<file path="src/design/sbf_ram.sv">
// generic single-write, single-read ram with registered read data
module sbf_ram #(
  parameter int WIDTH = 8,
  parameter int DEPTH = 16
) (
  input  logic                     clk,
  input  logic                     we,
  input  logic [$clog2(DEPTH)-1:0] waddr,
  input  logic [WIDTH-1:0]         wdata,
  input  logic [$clog2(DEPTH)-1:0] raddr,
  output logic [WIDTH-1:0]         rdata
);

  logic [WIDTH-1:0] mem [DEPTH];

  // write port and registered read
  always_ff @(posedge clk) begin
    if (we) begin
      mem[waddr] <= wdata;
    end
    rdata <= mem[raddr];
  end

endmodule

</file>
<file path="config.mk">
export PLATFORM = sky130hd
export DESIGN_NAME = sbf_ram
export DESIGN_NICKNAME = d
export VERILOG_FILES = /design/src/design/sbf_ram.sv
export SDC_FILE = /design/constraint.sdc
export NUM_CORES = 1
export LEC_CHECK = 0
export ABC_AREA = 1
export BUFFER_PORTS_ARGS = -buffer_cell sky130_fd_sc_hd__buf_2
export CELL_PAD_IN_SITES_DETAIL_PLACEMENT = 0
export CELL_PAD_IN_SITES_GLOBAL_PLACEMENT = 2
export CORE_AREA = 2 2 128 130
export DETAILED_ROUTE_END_ITERATION = 7
export DIE_AREA = 0 0 130 132
export HOLD_SLACK_MARGIN = 0.02
export PLACE_DENSITY = 0.74
export SLEW_MARGIN = 25
export SYNTH_ARGS = -nofsm -noshare
export SYNTH_HDL_FRONTEND = slang
export SYNTH_SLANG_ARGS = --single-unit
</file>
<file path="constraint.sdc">
create_clock -name clk -period 1.5 [get_ports clk]
set_clock_uncertainty 0.05 [all_clocks]
set_input_delay 0.225 -clock clk [delete_from_list [all_inputs] [get_ports clk]]
set_output_delay 0.225 -clock clk [all_outputs]
set_load 0.02 [all_outputs]
</file>
==> impl_metrics.ini <==
[outcome]
status = completed

[run]
max-cap-violations = 0

[routing]
final_antenna_net_count = 0
drt-total-wl_um = 13130
vias = 3718
via_per_inst = 4.496
wl_per_cell_um = 15.88
drc_errors = 0
drtPass1Iterations = 4
first_iter_violations = 286

[pwr]
p_leak_uw = 0.002958
irDropWorstVdd_mv = 0.7141
p_per_area_nw_per_um2 = 1288

[clock_tree]
post_cts_resized = 0
cts.clk_slew.worst_paths_ns = 0.06
htree_levels = 4
clock_latency_ns = 0.42
cts_tree = yes
clockRootBuffer = clkbuf_16
cts_sinks = 136
cts_buffers = 17
post_cts_buffers = 0
postCtsHoldBufs = 0
cts_buffer_depth = 2

[sta]
setup_viol = 0
hold_viol = 0
rsz0062_at_grt = no
maxSlewHeadroom_pct = 77.29
finalCriticalPeriod_ns = 1.174
slew_violations = 0
timing.fmax_mhz = 851.9
tightest_slew_ns = 0.3407
finalSetupTns_ns = 0
post-route-period-util_pct = 78.26

[global_routing]
track_usage_pct = 16.76
antenna_found_initial = 0
grt_max_degree = 51
grt_overflow = 0
grt_first_pass_wirelength_um = 20760
grt_pass1_vias = 3652

[setup_path]
critPathMaxFanout = 1
cpPeakStageDelay_ns = 0.32
slowest_stage = dfxtp_1
cp_num_buf_inv = 1
critPathArrivalTime_ns = 0.90
cp-startpoint = rdata[6]
r2r-end = rdata[6]
crit_type = flop to primary output
crit_path_start_kind = flop
path_delay_family = flip-flops
r2r-start = mem[7][6]
r2r_cells = 6
end_kind = primary output
required_ns = 1.22
r2r_slack_ns = 0.47
cp_cell_sequence = buf_2
endpoint = rdata[6]
crit_cells = 1

[logic_synthesis]
synthCells = 551
synth_cell_types = 12
syn-num-nets = 569
yosysWarnings = 0
syn_area_sq_um = 5767
avgSynthCellArea_sq_um = 10.47
ys_ff_latch = 136
seq_area_frac_synth_pct = 69.43

[placed_design]
dpl.hpwl_um = 8299
numPortBuffers = 25
gp_congestion = 0.7552
dp.cells = 795

[finish]
antenna_cells = 0
area_delta_synth_final_pct = 18.64
fin_cells = 827
layout.nets = 616
drive_above_1_share_pct = 12.77

[floorplan]
coreArea_sq_um = 15710
die_h_um = 132
die_area_sq_um = 17160
start_util_pct = 36.70
die_width_um = 130
io_pins = 26
rows = 46

[worst_hold_path]
hp-class = input pin to flop
[how the worst min path moves through the flow]
stage	from	end	depth (start not counted)
after global placement	wdata[5]	mem[7][5]	1
after detailed placement	rdata[1]	rdata[1]	1
final	wdata[3]	mem[5][3]	1
after floorplan	wdata[0]	mem[0][0]	0
after CTS	wdata[5]	mem[5][5]	1
after global routing	wdata[4]	mem[4][4]	1
[cell usage in the layout (no fill, tap or decap), drive strengths merged]
cell / count
nand2: 173
edfxtp: 128
inv: 102
nand3: 97
buf: 52
clkbuf: 30
nor2: 17
dfxtp: 8
nand3b: 2
bufinv: 1
clkinv: 1
[layout make-up]
cell class / instances / area, sq um
Fill cell: 1478 / 8871
Timing Repair Buffer: 52 / 402.9
Clock buffer: 30 / 534.3
Multi-Input combinational cell: 289 / 1214
Clock inverter: 2 / 33.78
Sequential cell: 136 / 4004
Inverter: 102 / 382.9
Tap cell: 216 / 270.3
[metal layers]
| metal | vias to the layer above | wire (um) | GRT usage, % |
|---|---|---|---|
| met1 | 1768 | 6296 | 23.69 |
| met2 | 66 | 6117 | 24.90 |
| li1 | 1868 | - | - |
| met5 | - | 0 | 0 |
| met3 | 16 | 527 | 4.383 |
| met4 | 0 | 192 | 6.093 |
[state kept, by name, summed over array words and instances, names as in the netlist]
signal / cells
mem: 128
rdata: 8
[cell usage after synthesis (all sizes together)]
cell / n / area, sq um
buf: 24 / 166.4
nand3: 97 / 485.5
dfxtp: 8 / 160.2
edfxtp: 128 / 3844
nor2: 17 / 63.81
nand2: 173 / 649.4
inv: 102 / 382.9
nand3b: 2 / 15.01
[through the flow]
step / total power (uW) / hold slack, ns / setup slack, ns / utilization [%] / instance area, sq um
after global routing: 9129 / 0.1631 / 0.2798 / 43.54 / 6842
after floorplan: 4679 / 0.2739 / 0.2742 / - / 5767
after CTS: 8898 / 0.1512 / 0.2955 / 43.54 / 6842
after global placement: 4921 / 0.5824 / 0.1776 / 39.93 / 6274
after detailed placement: 4927 / 0.5938 / 0.1846 / 39.93 / 6274
final: 8813 / 0.1542 / 0.3261 / 43.54 / 6842
[kinds of logic (layout without fill, tap and decap cells)]
logic type,Yosys count,count (layout),share of synthesized area (%)
buf+inv,126,186,9.525
flops,136,136,69.43
simple gates,289,289,21.05
[report_power, final]
part / leakage, uW / internal, uW / switching [uW]
logic: 0.00146 / 180 / 387
clock network: 0.000277 / 2540 / 1430
registers: 0.00122 / 4250 / 20.9
Note: power is estimated with default switching activity, not from simulation.
